[src/rtl/shell_line_tokenizer_core_assert.svh]
// Assertion macros used by the tokenizer core.
// Needs nothing else; bodies are empty when SYNTHESIS is defined.
`ifndef SHELL_LINE_TOKENIZER_CORE_ASSERT_SVH
`define SHELL_LINE_TOKENIZER_CORE_ASSERT_SVH
`ifndef SYNTHESIS
// holds property prop on every clock edge outside reset
`define SLT_ASSERT(label, clk, rst_n, prop) \
	label: assert property (@(posedge clk) disable iff (!rst_n) prop) \
		else $error("tokenizer assertion failed");
// condition cond never holds outside reset
`define SLT_ASSERT_NEVER(label, clk, rst_n, cond) \
	label: assert property (@(posedge clk) disable iff (!rst_n) !(cond)) \
		else $error("tokenizer forbidden condition seen");
`else
`define SLT_ASSERT(label, clk, rst_n, prop)
`define SLT_ASSERT_NEVER(label, clk, rst_n, cond)
`endif
`endif

[src/rtl/slt_pkg.sv]
// Shared types and constants for the shell line tokenizer.
// No dependencies.
package slt_pkg;

	localparam logic [7:0] CH_NUL   = 8'h00;
	localparam logic [7:0] CH_SPACE = 8'h20;
	localparam logic [7:0] CH_GT    = 8'h3E;
	localparam logic [7:0] CH_LT    = 8'h3C;
	localparam logic [7:0] CH_PIPE  = 8'h7C;

	typedef enum logic [1:0] {
		KIND_BYTE     = 2'd0,
		KIND_WORD_END = 2'd1,
		KIND_STATUS   = 2'd2
	} kind_t;

	typedef enum logic [2:0] {
		PIPE_NONE     = 3'd0,
		PIPE_OK       = 3'd1,
		PIPE_NO_LEFT  = 3'd2,
		PIPE_NO_RIGHT = 3'd3,
		PIPE_SEVERAL  = 3'd4
	} pipe_status_t;

	typedef struct packed {
		kind_t        kind;
		logic [5:0]   token_number;
		logic [7:0]   byte_value;
		logic         starts_token;
		logic         ends_token;
		pipe_status_t status;
		logic [5:0]   token_total;
		logic [5:0]   pipe_position;
		logic         last;
	} result_t;

	// up to two results written per accepted byte, r0 first
	typedef struct packed {
		logic [1:0] count;
		result_t    r0;
		result_t    r1;
	} push_t;

endpackage

[src/rtl/slt_byte_if.sv]
// Input channel: one command-line byte per item.
// Uses no package.
interface slt_byte_if;
	logic       valid;
	logic       ready;
	logic [7:0] ch;

	modport source (output valid, output ch, input ready);
	modport sink (input valid, input ch, output ready);
endinterface

[src/rtl/slt_token_if.sv]
// Output channel: one token result per item.
// Field codes come from slt_pkg.
interface slt_token_if;
	logic       valid;
	logic       ready;
	logic [1:0] kind;
	logic [5:0] token_number;
	logic [7:0] byte_value;
	logic       starts_token;
	logic       ends_token;
	logic [2:0] status;
	logic [5:0] token_total;
	logic [5:0] pipe_position;
	logic       last;

	modport source (output valid, output kind, output token_number, output byte_value,
		output starts_token, output ends_token, output status, output token_total,
		output pipe_position, output last, input ready);
	modport sink (input valid, input kind, input token_number, input byte_value,
		input starts_token, input ends_token, input status, input token_total,
		input pipe_position, input last, output ready);
endinterface

[src/rtl/slt_tokenizer.sv]
// Per-byte tokenizer state and result generation.
// Depends on slt_pkg.
module slt_tokenizer #(
	parameter int TOKEN_LIMIT = 64,
	parameter int WORD_LIMIT  = 1024
) (
	input  logic            clk,
	input  logic            arst_n,
	input  logic            accept,
	input  logic [7:0]      ch,
	output slt_pkg::push_t  push
);
	localparam int TC_W = $clog2(TOKEN_LIMIT);
	localparam int WL_W = $clog2(WORD_LIMIT + 1);

	logic            in_word_q, stopped_q, pipe_seen_q, after_pipe_q, second_pipe_q;
	logic            in_word_d, stopped_d, pipe_seen_d, after_pipe_d, second_pipe_d;
	logic [TC_W-1:0] token_count_q, token_count_d, first_pipe_q, first_pipe_d;
	logic [WL_W-1:0] word_len_q, word_len_d;

	logic [TC_W+5:0] cur_ext, prev_ext, first_ext;
	logic            at_limit, is_op, closing, has_main;
	logic [1:0]      n_res;
	slt_pkg::result_t eow, main_r, r0, r1;
	slt_pkg::pipe_status_t pstat;

	// wide counters wrap into the 6-bit fields
	assign cur_ext   = {6'd0, token_count_q};
	assign prev_ext  = {6'd0, token_count_q - TC_W'(1)};
	assign first_ext = {6'd0, first_pipe_q};
	assign at_limit  = token_count_q >= TC_W'(TOKEN_LIMIT - 1);
	assign is_op     = (ch == slt_pkg::CH_GT) || (ch == slt_pkg::CH_LT) ||
		(ch == slt_pkg::CH_PIPE);

	always_comb begin
		if (!pipe_seen_q)
			pstat = slt_pkg::PIPE_NONE;
		else if (first_pipe_q == '0)
			pstat = slt_pkg::PIPE_NO_LEFT;
		else if (!after_pipe_q)
			pstat = slt_pkg::PIPE_NO_RIGHT;
		else if (second_pipe_q)
			pstat = slt_pkg::PIPE_SEVERAL;
		else
			pstat = slt_pkg::PIPE_OK;
	end

	always_comb begin
		in_word_d     = in_word_q;
		stopped_d     = stopped_q;
		pipe_seen_d   = pipe_seen_q;
		after_pipe_d  = after_pipe_q;
		second_pipe_d = second_pipe_q;
		token_count_d = token_count_q;
		first_pipe_d  = first_pipe_q;
		word_len_d    = word_len_q;
		closing       = 1'b0;
		has_main      = 1'b0;
		eow           = '0;
		main_r        = '0;
		eow.kind         = slt_pkg::KIND_WORD_END;
		eow.token_number = prev_ext[5:0];

		if (ch == slt_pkg::CH_NUL) begin
			// line end: close word, report, back to reset state
			closing              = in_word_q;
			has_main             = 1'b1;
			main_r.kind          = slt_pkg::KIND_STATUS;
			main_r.status        = pstat;
			main_r.token_total   = cur_ext[5:0];
			main_r.pipe_position = pipe_seen_q ? first_ext[5:0] : 6'd0;
			main_r.last          = 1'b1;
			in_word_d     = 1'b0;
			stopped_d     = 1'b0;
			pipe_seen_d   = 1'b0;
			after_pipe_d  = 1'b0;
			second_pipe_d = 1'b0;
			token_count_d = '0;
			first_pipe_d  = '0;
			word_len_d    = '0;
		end else if (!stopped_q) begin
			if (ch == slt_pkg::CH_SPACE) begin
				closing    = in_word_q;
				in_word_d  = 1'b0;
				word_len_d = '0;
			end else if (is_op) begin
				closing    = in_word_q;
				in_word_d  = 1'b0;
				word_len_d = '0;
				if (at_limit) begin
					stopped_d = 1'b1;
				end else begin
					after_pipe_d = after_pipe_q | pipe_seen_q;
					if (ch == slt_pkg::CH_PIPE) begin
						if (!pipe_seen_q) begin
							pipe_seen_d  = 1'b1;
							first_pipe_d = token_count_q;
						end else begin
							second_pipe_d = 1'b1;
						end
					end
					has_main            = 1'b1;
					main_r.kind         = slt_pkg::KIND_BYTE;
					main_r.token_number = cur_ext[5:0];
					main_r.byte_value   = ch;
					main_r.starts_token = 1'b1;
					main_r.ends_token   = 1'b1;
					token_count_d       = token_count_q + TC_W'(1);
				end
			end else if (in_word_q) begin
				// bytes past the word limit are dropped
				if (word_len_q < WL_W'(WORD_LIMIT)) begin
					word_len_d          = word_len_q + WL_W'(1);
					has_main            = 1'b1;
					main_r.kind         = slt_pkg::KIND_BYTE;
					main_r.token_number = prev_ext[5:0];
					main_r.byte_value   = ch;
				end
			end else if (at_limit) begin
				stopped_d = 1'b1;
			end else begin
				after_pipe_d        = after_pipe_q | pipe_seen_q;
				in_word_d           = 1'b1;
				word_len_d          = WL_W'(1);
				has_main            = 1'b1;
				main_r.kind         = slt_pkg::KIND_BYTE;
				main_r.token_number = cur_ext[5:0];
				main_r.byte_value   = ch;
				main_r.starts_token = 1'b1;
				token_count_d       = token_count_q + TC_W'(1);
			end
		end

		// word-end result goes ahead of whatever this byte produces
		if (closing) begin
			r0    = eow;
			r1    = main_r;
			n_res = has_main ? 2'd2 : 2'd1;
		end else begin
			r0    = main_r;
			r1    = '0;
			n_res = {1'b0, has_main};
		end
	end

	assign push.count = accept ? n_res : 2'd0;
	assign push.r0    = r0;
	assign push.r1    = r1;

	always_ff @(posedge clk or negedge arst_n) begin
		if (!arst_n) begin
			in_word_q     <= 1'b0;
			stopped_q     <= 1'b0;
			pipe_seen_q   <= 1'b0;
			after_pipe_q  <= 1'b0;
			second_pipe_q <= 1'b0;
			token_count_q <= '0;
			first_pipe_q  <= '0;
			word_len_q    <= '0;
		end else if (accept) begin
			in_word_q     <= in_word_d;
			stopped_q     <= stopped_d;
			pipe_seen_q   <= pipe_seen_d;
			after_pipe_q  <= after_pipe_d;
			second_pipe_q <= second_pipe_d;
			token_count_q <= token_count_d;
			first_pipe_q  <= first_pipe_d;
			word_len_q    <= word_len_d;
		end
	end

endmodule

[src/rtl/slt_queue.sv]
// Four-entry result queue: up to two writes, one read per cycle.
// Depends on slt_pkg.
module slt_queue (
	input  logic             clk,
	input  logic             arst_n,
	input  slt_pkg::push_t   push,
	input  logic             pop,
	output logic             space,
	output logic             head_valid,
	output slt_pkg::result_t head
);
	slt_pkg::result_t entry_q [4];
	logic [1:0] wr_ptr_q, rd_ptr_q;
	logic [2:0] count_q;

	// room for a full two-result push
	assign space      = count_q <= 3'd2;
	assign head_valid = count_q != 3'd0;
	assign head       = entry_q[rd_ptr_q];

	always_ff @(posedge clk) begin
		if (push.count != 2'd0)
			entry_q[wr_ptr_q] <= push.r0;
		if (push.count == 2'd2)
			entry_q[wr_ptr_q + 2'd1] <= push.r1;
	end

	always_ff @(posedge clk or negedge arst_n) begin
		if (!arst_n) begin
			wr_ptr_q <= '0;
			rd_ptr_q <= '0;
			count_q  <= '0;
		end else begin
			wr_ptr_q <= wr_ptr_q + push.count;
			rd_ptr_q <= rd_ptr_q + {1'b0, pop};
			count_q  <= count_q + {1'b0, push.count} - {2'b00, pop};
		end
	end

endmodule

[src/rtl/shell_line_tokenizer_core.sv]
// Shell line tokenizer: one command-line byte in, token results out.
// A byte's results are registered in the queue on accept and leave it in arrival order.
// Throughput: one byte per cycle while the four-entry queue has room for two results.
//   The output drains one result per cycle while ready, so bytes that close a word and
//   add an operator or the line status can fill it; input is held off until two free.
// Reset (arst_n low, asynchronous) clears tokenizer state and empties the queue.
`include "shell_line_tokenizer_core_assert.svh"
module shell_line_tokenizer_core #(
	parameter int TOKEN_LIMIT = 64,   // tokens kept per line is TOKEN_LIMIT-1
	parameter int WORD_LIMIT  = 1024  // bytes kept per word token
) (
	input logic        clk,
	input logic        arst_n,
	slt_byte_if.sink   line,
	slt_token_if.source token
);
	slt_pkg::push_t   push;
	slt_pkg::result_t head;
	logic             space, head_valid, accept, pop;

	// Bytes are taken whenever the queue can hold a worst-case two-result push,
	// so the output side stalling never loses a result.
	assign line.ready = space;
	assign accept     = line.valid & line.ready;
	assign pop        = token.valid & token.ready;

	// Results for one byte are formed combinationally; its state updates when it is accepted.
	slt_tokenizer #(
		.TOKEN_LIMIT (TOKEN_LIMIT),
		.WORD_LIMIT  (WORD_LIMIT)
	) u_tokenizer (
		.clk    (clk),
		.arst_n (arst_n),
		.accept (accept),
		.ch     (line.ch),
		.push   (push)
	);

	// Result registers: separate the producer from output backpressure.
	slt_queue u_queue (
		.clk        (clk),
		.arst_n     (arst_n),
		.push       (push),
		.pop        (pop),
		.space      (space),
		.head_valid (head_valid),
		.head       (head)
	);

	assign token.valid         = head_valid;
	assign token.kind          = head.kind;
	assign token.token_number  = head.token_number;
	assign token.byte_value    = head.byte_value;
	assign token.starts_token  = head.starts_token;
	assign token.ends_token    = head.ends_token;
	assign token.status        = head.status;
	assign token.token_total   = head.token_total;
	assign token.pipe_position = head.pipe_position;
	assign token.last          = head.last;

	// a byte never yields more than two results
	`SLT_ASSERT_NEVER(a_push_max, clk, arst_n, push.count == 2'd3)
	// nothing is written while input is held off
	`SLT_ASSERT(a_no_push_stalled, clk, arst_n, !accept |-> push.count == 2'd0)
	// line end always produces the status result as its final write
	`SLT_ASSERT(a_line_end_status, clk, arst_n,
		(accept && line.ch == slt_pkg::CH_NUL) |->
		((push.count == 2'd1 && push.r0.last) || (push.count == 2'd2 && push.r1.last)))
	// a result marked last is always a status result
	`SLT_ASSERT(a_last_is_status, clk, arst_n,
		(token.valid && token.last) |-> token.kind == slt_pkg::KIND_STATUS)

endmodule
[src/flat_wrapper.sv]
// flat-port wrapper written by rule: the top's interface ports become plain ports
module shell_line_tokenizer_core_flat 
#(
	parameter int TOKEN_LIMIT = 64,                                           
	parameter int WORD_LIMIT  = 1024                              
)
  (clk, arst_n, line_valid, line_ch, line_ready, token_valid, token_kind, token_token_number, token_byte_value, token_starts_token, token_ends_token, token_status, token_token_total, token_pipe_position, token_last, token_ready);
  slt_byte_if line_i ();
  slt_token_if token_i ();
  input logic clk;
  input logic arst_n;
  input wire logic [$bits(line_i.valid)-1:0] line_valid;
  input wire logic [$bits(line_i.ch)-1:0] line_ch;
  output wire logic [$bits(line_i.ready)-1:0] line_ready;
  output wire logic [$bits(token_i.valid)-1:0] token_valid;
  output wire logic [$bits(token_i.kind)-1:0] token_kind;
  output wire logic [$bits(token_i.token_number)-1:0] token_token_number;
  output wire logic [$bits(token_i.byte_value)-1:0] token_byte_value;
  output wire logic [$bits(token_i.starts_token)-1:0] token_starts_token;
  output wire logic [$bits(token_i.ends_token)-1:0] token_ends_token;
  output wire logic [$bits(token_i.status)-1:0] token_status;
  output wire logic [$bits(token_i.token_total)-1:0] token_token_total;
  output wire logic [$bits(token_i.pipe_position)-1:0] token_pipe_position;
  output wire logic [$bits(token_i.last)-1:0] token_last;
  input wire logic [$bits(token_i.ready)-1:0] token_ready;
  assign line_i.valid = line_valid;
  assign line_i.ch = line_ch;
  assign line_ready = line_i.ready;
  assign token_valid = token_i.valid;
  assign token_kind = token_i.kind;
  assign token_token_number = token_i.token_number;
  assign token_byte_value = token_i.byte_value;
  assign token_starts_token = token_i.starts_token;
  assign token_ends_token = token_i.ends_token;
  assign token_status = token_i.status;
  assign token_token_total = token_i.token_total;
  assign token_pipe_position = token_i.pipe_position;
  assign token_last = token_i.last;
  assign token_i.ready = token_ready;
  shell_line_tokenizer_core #(.TOKEN_LIMIT(TOKEN_LIMIT), .WORD_LIMIT(WORD_LIMIT)) u_core (.clk(clk), .arst_n(arst_n), .line(line_i), .token(token_i));
endmodule
[config.mk]
export PLATFORM = sky130hd
export DESIGN_NAME = shell_line_tokenizer_core_flat
export DESIGN_NICKNAME = d
export VERILOG_FILES = /design/src/rtl/slt_pkg.sv /design/src/rtl/slt_byte_if.sv /design/src/rtl/slt_token_if.sv /design/src/rtl/slt_tokenizer.sv /design/src/rtl/slt_queue.sv /design/src/rtl/shell_line_tokenizer_core.sv /design/src/flat_wrapper.sv
export VERILOG_INCLUDE_DIRS = /design/src /design/src/rtl
export SDC_FILE = /design/constraint.sdc
export NUM_CORES = 1
export LEC_CHECK = 0
export BUFFER_PORTS_ARGS = -buffer_cell sky130_fd_sc_hd__buf_2
export CAP_MARGIN = 30
export CORE_MARGIN = 2
export CORE_UTILIZATION = 67
export CTS_BUF_LIST = sky130_fd_sc_hd__clkbuf_16
export DETAILED_ROUTE_END_ITERATION = 10
export PLACE_DENSITY = 0.86
export SYNTH_ARGS = -nofsm -noshare
export SYNTH_HDL_FRONTEND = slang
export SYNTH_HIERARCHICAL = 1
export SYNTH_SLANG_ARGS = --single-unit
[constraint.sdc]
create_clock -name clk -period 14.6 [get_ports clk]
set_input_delay 2.19 -clock clk [delete_from_list [all_inputs] [get_ports clk]]
set_output_delay 2.19 -clock clk [all_outputs]
set_load 0.1 [all_outputs]
== Word-level counts from Yosys, hierarchy flattened ==
Memories as Yosys holds them, arrays and structs flattened.
Cells that the tools add are included.

* Bits in registers: 35
* Bits in writable memories: 136
* Input bits: 12
* Output and inout bits: 36
* Word-level logic and storage cells: 140
* Memories kept: 1

{| class="wikitable"
|+ Memory list
! memory !! depth !! bits a word !! read ports !! clocked after Yosys merged registers in !! write ports !! line !! source
|-
| u_core.u_queue.entry_q || 4 || 34 || 1 || 0 || 2 || slt_queue.sv:12 || <nowiki>slt_pkg::result_t entry_q [4];</nowiki>
|}

* $add $sub $neg: 8
* $lt $le $gt $ge: 3
* Equality and inequality tests: 12
* Muxes and demuxes: 87
* Bitwise logic cells: 3
* Reduce and logical (&&, ||, !) cells: 15

{| class="wikitable"
|+ Operator list
! cell !! count
|-
| 6-bit two-way mux || 14
|-
| 11-bit two-way mux || 7
|-
| 34-bit two-way mux || 2
|-
| 16-bit two-way mux || 3
|-
| 1-bit two-way mux || 47
|-
| 18-bit two-way mux || 2
|-
| 14-bit two-way mux || 2
|-
| 8-bit by 6-bit equality test with 1-bit output, second input constant || 3
|-
| 17-bit two-way mux || 1
|-
| 15-bit two-way mux || 1
|-
| 7-bit AND reduction || 2
|-
| 3-bit two-way mux || 4
|-
| 11-bit by 1-bit adder with 11-bit output, second input constant || 1
|-
| 11-bit less-than comparator, second input constant || 1
|-
| 8-bit by 7-bit equality test with 1-bit output, second input constant || 1
|-
| 8-bit zero test || 1
|-
| 2-bit two-way mux || 4
|-
| 4-bit AND reduction || 2
|-
| 2-bit nonzero test || 4
|-
| 6-bit by 1-bit adder with 6-bit output, second input constant || 1
|-
| 6-bit greater-or-equal comparator, second input constant || 1
|-
| 6-bit zero test || 1
|-
| 2-bit by 1-bit inequality test with 1-bit output, second input constant || 3
|-
| 6-bit AND reduction || 1
|-
| other kinds (17) || 19
|}

== Depth between registers and ports, before layout ==
Gate-level depths: netlist of run 1.

* Word-level depth: 13
* Mapped depth: 12
* Gate-level depth less buffers: 11

== By module ==
The synthesis of run 1 kept the hierarchy.

{| class="wikitable"
|+ Modules (own cells, without submodules)
! module !! instances !! cells an instance !! area each (sq um) !! sequential area each (sq um)
|-
| slt_queue || 1 || 367 || 6,982.9 || 4,259.1
|-
| slt_tokenizer || 1 || 306 || 2,333.5 || 700.7
|-
| shell_line_tokenizer_core || 1 || 2 || 12.5 || 0.0
|}

== Worst setup path after synthesis of run 1 ==
OpenSTA, ideal clock, no wires.

* Path kind: input -> register
* Start point: input port line_ch[4]
* End point: memory u_core/u_queue/entry_q[0][0] (netlist name), enable pin
* Library setup time: 0.472 ns
* Arrival time: 6.764 ns
* Data required time: 14.128 ns
* Slack: 7.364 ns
* Cell stages on the path: 8
* Path buffers: 1
* Path through: or4_4 -> or3_2 -> buf_2 -> nor2_1 -> a21oi_1 -> a21oi_1 -> o21bai_1 -> o21ai_0

{| class="wikitable"
|+ RTL lines
! item !! line !! source
|-
| from (decl) || flat_wrapper.sv:13 || <nowiki>input wire logic [$bits(line_i.ch)-1:0] line_ch;</nowiki>
|-
| to (decl) || slt_queue.sv:12 ||
|}

==> key figures, run 1 <==
Layout
  – Register area: 0.004961 sq mm
  – Design Area, Final: 0.01032 sq mm
  – Area of the multi-input gates: 0.004075 sq mm
  – Area Growth Syn to Fin: 10.62%
  – Final Util: 0.7522
  – Layout cell share with drive strength beyond 1: 0.3881
  – Final nets: 732
  – # fillers: 832
  – Antenna cells: 0

Timing
  – Period minus WS final: 6024 ps
  – Endpoints failing setup: 0
  – RSZ-0062 raised after global routing: no
  – Slew Viols, Final: 0
  – Worst Tran Pin Value: 1076 ps
  – Max Clock Freq: 166.0 MHz
  – Final Hold Slack: 492.7 ps
  – Clock Skew: 9.270 ps
  – Setup TNS: 0 ps
  – Rel. slew slack: 0.2734
  – Final period util: 0.4126
  – Final Hold Fails: 0

Synth
  – Seq/Total Area, Yosys: 0.5317
  – Top post-synthesis cells by area: edfxtp_1 (44%), mux2_2 (16%), dfrtp_1 (9.4%)
  – Netlist cell types: 69
  – Synth Cell Area: 0.009329 sq mm
  – Cell taking the most area after synthesis: edfxtp_1
  – Post-synth EDFFs: 136
  – Synth top cells by count: edfxtp_1 (136), mux2_2 (134), nor2_1 (40), dfrtp_1 (35), mux4_2 (34)
  – FFs w/ async S/R, synth: 0.2047
  – Yosys reg bits: 171
  – Main synth FF type: edfxtp_1
  – Syn Area/Cell: 13.82 sq um
  – Top-count cell post-synth: edfxtp_1
  – Yosys warns: 6
  – Syn Inst Count: 675
  – Share of the synthesized area in the top cell type: 0.4378

Floorplan
  – Core area: 0.01372 sq mm
  – Chip width: 122 um
  – Die height: 122 um
  – FP Rows: 43
  – Die ar.: 0.01488 sq mm
  – I/O pins: 48
  – Initial Utilization: 0.6800

Critical path
  – CP Launch Type: primary input
  – R2R Path End: u_core/u_queue/entry_q[1][16]$_DFFE_PP_
  – Worst Setup End Kind: register
  – R2R Setup Slk: 10,200 ps
  – Crit path launch: line_ch[6]
  – R2R Path Start: u_core/u_tokenizer/token_count_q[0]$_DFFE_PN0P_
  – R2R cell count: 10
  – WS Path Type: primary input to register
  – CP arrival: 6210 ps
  – Worst path required time: 14,790 ps
  – CP Max Fanout: 22
  – Critical Path End: u_core/u_queue/entry_q[1][16]$_DFFE_PP_

Worst hold path
  – HP Class: register to register

Clock tree
  – Later-pin clock latency in the skew report: 440 ps
  – CTS Root Cell: clkbuf_16
  – Clock-pin slew on the worst setup and hold paths: 60 ps
  – CTS Sinks: 171
  – H-tree Lvls: 4
  – CTS hold repair buffers: 0
  – Post-CTS Setup Inserts: 0
  – Num CTS Buffers: 17
  – CTS tree: yes
  – Number of gates resized after cts: 0
  – CTS Buffer Depth: 2

Global routing
  – GRT overflow: 0
  – Largest net degree at the start of global routing: 36
  – Vias in the first global route: 6,283
  – Antenna violations before repair: 0
  – Total GRT Usage: 0.3215
  – First-pass GRT wire length: 35.12 mm

Power and ir drop
  – Max VDD drop: 0.2459 mV
  – Clock power frac: 0.230
  – Lkg Pwr: 0.003794 uW
  – PD cells: 205.9 mW/mm^2
  – Internal: 1162 uW
  – Comb power frac: 0.456
  – Sw frac: 0.4530
  – Total Power: 2125 uW
  – Share of power burned in registers: 0.315
  – Sw power: 962.7 uW

Drt
  – Residual DRC: 0
  – Pre-antenna DRT Iters: 5
  – Per-cell routed wire length: 25.16 um
  – Routed wire length: 22.74 mm
  – DR vias: 6,309
  – 1st-iter DRT viols: 735
  – Post-DRT Antenna Nets: 0
  – Via density: 6.979

Placement
  – PortBufs: 47
  – DP Area: 0.009673 sq mm
  – HPWL after DPL: 13.95 mm
  – Routability cong.: 0.9400

Job
  – Max-cap violations: 0

Status
  – Status: finished, final reports clean
==> sequential cells by signal (all words and copies together) (netlist names) <==
name	cells
u_core/u_tokenizer/after_pipe_q	1
u_core/u_tokenizer/stopped_q	1
u_core/u_tokenizer/token_count_q	6
u_core/u_tokenizer/pipe_seen_q	1
u_core/u_queue/entry_q	136
u_core/u_tokenizer/word_len_q	11
u_core/u_queue/rd_ptr_q	2
u_core/u_queue/wr_ptr_q	2
u_core/u_tokenizer/first_pipe_q	6
u_core/u_queue/count_q	3
u_core/u_tokenizer/second_pipe_q	1
u_core/u_tokenizer/in_word_q	1
==> logic make-up after synthesis <==
family,after synthesis,synth area share
mux,173,0.2495
flops,171,0.5317
simple gates,156,0.09080
compound gates,88,0.06773
buf+inv,69,0.03957
fa+ha+maj,9,0.01288
xor+xnor,8,0.007511
other cells,1,0.0004020
==> placed cells by master (no fill, tap or decap), types with 4 or more instances in the layout <==
| cell type | synthesis | routed |
|---|---|---|
| dfrtp_1 | 35 | 34 |
| clkbuf_16 | 0 | 17 |
| nand2_1 | 23 | 23 |
| a21oi_1 | 27 | 27 |
| ha_1 | 8 | 8 |
| mux4_2 | 34 | 34 |
| and2_1 | 10 | 10 |
| nor4_1 | 4 | 4 |
| o21ai_0 | 14 | 13 |
| a31oi_1 | 5 | 5 |
| bufinv_16 | 0 | 5 |
| nor3_1 | 16 | 16 |
| inv_1 | 23 | 24 |
| nand4_1 | 4 | 4 |
| or4_1 | 4 | 4 |
| a211oi_1 | 4 | 4 |
| edfxtp_1 | 136 | 136 |
| xnor2_1 | 5 | 5 |
| and3_1 | 12 | 12 |
| a22o_1 | 6 | 6 |
| nor2_1 | 40 | 38 |
| nand3_1 | 13 | 13 |
| mux2_2 | 134 | 134 |
| or3_1 | 10 | 10 |
| buf_2 | 13 | 48 |
| o31ai_1 | 6 | 6 |
| buf_4 | 11 | 12 |
==> power groups by stage <==
stage | Clock [uW] | Sequential, uW | Combinational, uW
detailed placement | 0 | 675 | 959
floorplan | 0 | 649 | 815
finish | 488 | 669 | 968
global placement | 0 | 670 | 941
CTS | 491 | 667 | 967
global route | 510 | 673 | 1010
==> worst max-delay path: stages <==
cell and delay, ps:
buf_2 140, or4_4 590, nor3_2 710, a22oi_2 330
a211oi_1 270, buf_2 240, nor4b_4 810, buf_4 510
mux2_2 400
==> final cells by class <==
| type | instances | area share |
|---|---|---|
| multi-input cells | 437 | 0.3949 |
| well taps | 180 | 0.02182 |
| clock inverters | 15 | 0.01988 |
| flip-flops and latches | 171 | 0.4807 |
| inverters | 23 | 0.008366 |
| clock buffers | 17 | 0.04122 |
| repair buffers | 61 | 0.03310 |
==> metrics by stage <==
step | setup slack [ps] | cells
global route | 8368 | 904
finish | 8576 | 904
CTS | 8053 | 902
global placement | 7758 | 869
detailed placement | 7608 | 870
floorplan | 7364 | 677
==> per-layer routing <==
metal  share of wire  up-vias  GRT usage  routed length, um
met5               0        -          0                  0
met4           0.031        0     0.1200                716
met3           0.090       75    0.07350               2056
met2            0.50      388     0.5283              11310
met1            0.38     3153     0.4218               8656
li1                -     2693          -                  -
==> worst min path at each step <==
| stage | start | to | cells after the start |
|---|---|---|---|
| 2_1_floorplan | u_core/u_queue/rd_ptr_q[0]$_DFF_PN0_ | u_core/u_queue/rd_ptr_q[0]$_DFF_PN0_ | 1 |
| 3_3_place_gp | u_core/u_queue/rd_ptr_q[1]$_DFF_PN0_ | u_core/u_queue/rd_ptr_q[1]$_DFF_PN0_ | 1 |
| 3_5_place_dp | u_core/u_tokenizer/first_pipe_q[0]$_DFFE_PN0P_ | u_core/u_tokenizer/first_pipe_q[0]$_DFFE_PN0P_ | 1 |
| 4_1_cts | u_core/u_queue/rd_ptr_q[1]$_DFF_PN0_ | u_core/u_queue/rd_ptr_q[1]$_DFF_PN0_ | 1 |
| 5_1_grt | u_core/u_queue/rd_ptr_q[1]$_DFF_PN0_ | u_core/u_queue/rd_ptr_q[1]$_DFF_PN0_ | 1 |
| 6_report | u_core/u_queue/rd_ptr_q[1]$_DFF_PN0_ | u_core/u_queue/rd_ptr_q[1]$_DFF_PN0_ | 1 |
No activity file was read; power rests on OpenSTA's default activity.
==> run 2: changes to the inputs <==
CORE_UTILIZATION = 56   (was 67)
PLACE_DENSITY = 0.77   (was 0.86)
clock period = 4.9 ns   (was 14.6 ns; I/O delays follow)
==> run 2 against run 1 <==
Effect of this change: hold slack worse by 90 ps; global-route usage is 6.2 points lower; register-to-register slack worse by 9300 ps; sequential power grew to 3.0 times the previous value; via count is 1.8% lower; critical path type unchanged.
==> key figures, run 2 (synthesis results as in run 1) <==
Power and ir drop
  – Max VDD drop: 0.4247 mV (was 0.2459 mV)
  – Lkg Pwr: 0.003789 uW (was 0.003794 uW)
  – PD cells: 598.9 mW/mm^2 (was 205.9 mW/mm^2)

Layout
  – Antenna cells: 0 (unchanged)
  – Area Growth Syn to Fin: 11.21% (was 10.62%)
  – Max reg flops: 136 (unchanged)
  – Biggest regs: u_core/u_queue/entry_q: 136 flops, u_core/u_tokenizer/word_len_q: 11 flops (unchanged)
  – Design Area, Final: 0.01038 sq mm (was 0.01032 sq mm)
  – # fillers: 1,179 (was 832)
  – Area of the multi-input gates: 0.004075 sq mm (unchanged)
  – Final nets: 740 (was 732)
  – Layout cell share with drive strength beyond 1: 0.3973 (was 0.3881)
  – Most frequent cells in the layout: edfxtp_1 (136), mux2_2 (134), buf_2 (47), nor2_1 (38) (was edfxtp_1 (136), mux2_2 (134), buf_2 (48), nor2_1 (38))
  – Commonest non-fill, non-tap cell in the layout: edfxtp_1 (unchanged)
  – Register area: 0.004961 sq mm (unchanged)
  – Register with the most flip-flops: u_core/u_queue/entry_q (unchanged)

Global routing
  – GR Util met1: 0.3381 (was 0.4218)
  – M2 GR Usage: 0.4263 (was 0.5283)
  – GRT Max-Usage Layer: met2 (unchanged)
  – Antenna violations before repair: 0 (unchanged)
  – Met3 Use GR: 0.05402 (was 0.07350)
  – GRT overflow: 0 (unchanged)
  – Total GRT Usage: 0.2596 (was 0.3215)
  – Largest net degree at the start of global routing: 36 (unchanged)
  – Vias in the first global route: 6,521 (was 6,283)
  – First-pass GRT wire length: 35.13 mm (was 35.12 mm)

Drt
  – Residual DRC: 0 (unchanged)
  – Post-DRT Antenna Nets: 0 (unchanged)
  – Per-cell routed wire length: 23.35 um (was 25.16 um)
  – 1st-iter DRT viols: 638 (was 735)
  – DR vias: 6,194 (was 6,309)
  – Pre-antenna DRT Iters: 6 (was 5)
  – Via density: 6.520 (was 6.979)
  – Routed wire length: 22.18 mm (was 22.74 mm)

Timing
  – Final Hold Slack: 402.4 ps (was 492.7 ps)
  – Rel. slew slack: 0.4077 (was 0.2734)
  – Final Hold Fails: 0 (unchanged)
  – Slew Viols, Final: 0 (unchanged)
  – Clock Skew: 8.535 ps (was 9.270 ps)
  – Final period util: 0.8343
  – Setup TNS: 0 ps (unchanged)
  – Max Clock Freq: 244.6 MHz
  – RSZ-0062 raised after global routing: no (unchanged)
  – Endpoints failing setup: 0 (unchanged)
  – Worst Tran Pin Value: 880.4 ps (was 1076 ps)
  – Period minus WS final: 4088 ps

Worst hold path
  – HP Class: primary input to asynchronous set/reset pin (was register to register)

Floorplan
  – Die ar.: 0.01771 sq mm (was 0.01488 sq mm)
  – I/O pins: 48 (unchanged)
  – Die height: 133.1 um (was 122 um)
  – Initial Utilization: 0.5686 (was 0.6800)
  – Core area: 0.01641 sq mm (was 0.01372 sq mm)
  – Chip width: 133.1 um (was 122 um)
  – FP Rows: 47 (was 43)

Clock tree
  – H-tree Lvls: 4 (unchanged)
  – Later-pin clock latency in the skew report: 430 ps (was 440 ps)
  – Post-CTS Setup Inserts: 0 (unchanged)
  – Clock-pin slew on the worst setup and hold paths: 70 ps (was 60 ps)
  – Number of gates resized after cts: 0 (unchanged)
  – CTS tree: yes (unchanged)
  – Num CTS Buffers: 17 (unchanged)
  – CTS Sinks: 171 (unchanged)
  – CTS Buffer Depth: 2 (unchanged)
  – CTS Root Cell: clkbuf_16 (unchanged)
  – CTS hold repair buffers: 0 (unchanged)

Critical path
  – WS Path Type: primary input to register (unchanged)
  – Worst path required time: 5010 ps (was 14,790 ps)
  – Worst Setup End Kind: register (unchanged)
  – CP Launch Type: primary input (unchanged)
  – CP Max Fanout: 20 (was 22)
  – CP arrival: 4200 ps (was 6210 ps)

Status
  – Status: finished, final reports clean (unchanged)

Placement
  – DP Area: 0.009806 sq mm (was 0.009673 sq mm)
  – PortBufs: 47 (unchanged)
  – Routability cong.: 0.8944 (was 0.9400)
  – HPWL after DPL: 14.27 mm (was 13.95 mm)

Job
  – Max-cap violations: 0 (unchanged)
[run 2: cell count changes in the layout (fill, tap and decap cells not counted), sizes merged]
cell and delta:
inv +3, bufinv -3, clkinv -6, buf +8, clkinvlp +4
[run 2: through the flow]
| step | util | power, uW | cells | setup slack, ps |
|---|---|---|---|---|
| 2_1_floorplan | - | 4363 | 677 | -245.5 |
| 3_3_place_gp | 0.5967 | 4832 | 919 | 563.5 |
| 3_5_place_dp | 0.5977 | 4908 | 920 | 438.7 |
| 4_1_cts | 0.6324 | 6234 | 950 | 849.3 |
| 5_1_grt | 0.6324 | 6436 | 950 | 570.1 |
| 6_report | 0.6324 | 6213 | 950 | 812.1 |
[run 2: final timing paths]
| check | from | to | slack (ps) | depth (start not counted) |
|---|---|---|---|---|
| min in group clk | u_core/u_queue/count_q[2]$_DFF_PN0_ | u_core/u_queue/count_q[2]$_DFF_PN0_ | 500 | 1 |
| max in group asynchronous | arst_n | u_core/u_queue/rd_ptr_q[0]$_DFF_PN0_ | 3940 | 1 |
| max | line_ch[7] | u_core/u_queue/entry_q[1][21]$_DFFE_PP_ | 810 | 9 |
| min reg2reg | u_core/u_queue/count_q[2]$_DFF_PN0_ | u_core/u_queue/count_q[2]$_DFF_PN0_ | 500 | 1 |
| min | arst_n | u_core/u_queue/count_q[1]$_DFF_PN0_ | 400 | 1 |
| max reg2reg | u_core/u_tokenizer/token_count_q[0]$_DFFE_PN0P_ | u_core/u_queue/entry_q[1][21]$_DFFE_PP_ | 890 | 9 |
[run 2: critical path: stages]
cell     delay [ps]
buf_2           130
or3_1           540
or3_2           630
nor2_1          440
a21oi_1          80
a21oi_1         360
mux2i_1         250
nor2_4          610
buf_4           400
[run 2: final cells by class]
type	instances	area share
Inverter	23	0.008321
Tap cell	220	0.02653
Clock buffer	17	0.04100
Clock inverter	13	0.01387
Sequential cell	171	0.4782
Timing Repair Buffer	69	0.03931
Multi-Input combinational cell	437	0.3928
[run 2: power by group]
part / switching (uW) / total (uW) / internal [uW] / leakage (uW)
sequential: 209 / 2030 / 1830 / 0.00171
clock: 574 / 1320 / 749 / 0.000264
combinational: 2090 / 2860 / 762 / 0.00181
[run 2: layer usage]
| metal | share of wire | up-vias |
|---|---|---|
| li1 | - | 2716 |
| met3 | 0.082 | 57 |
| met5 | 0 | - |
| met4 | 0.027 | 0 |
| met2 | 0.50 | 324 |
| met1 | 0.40 | 3097 |
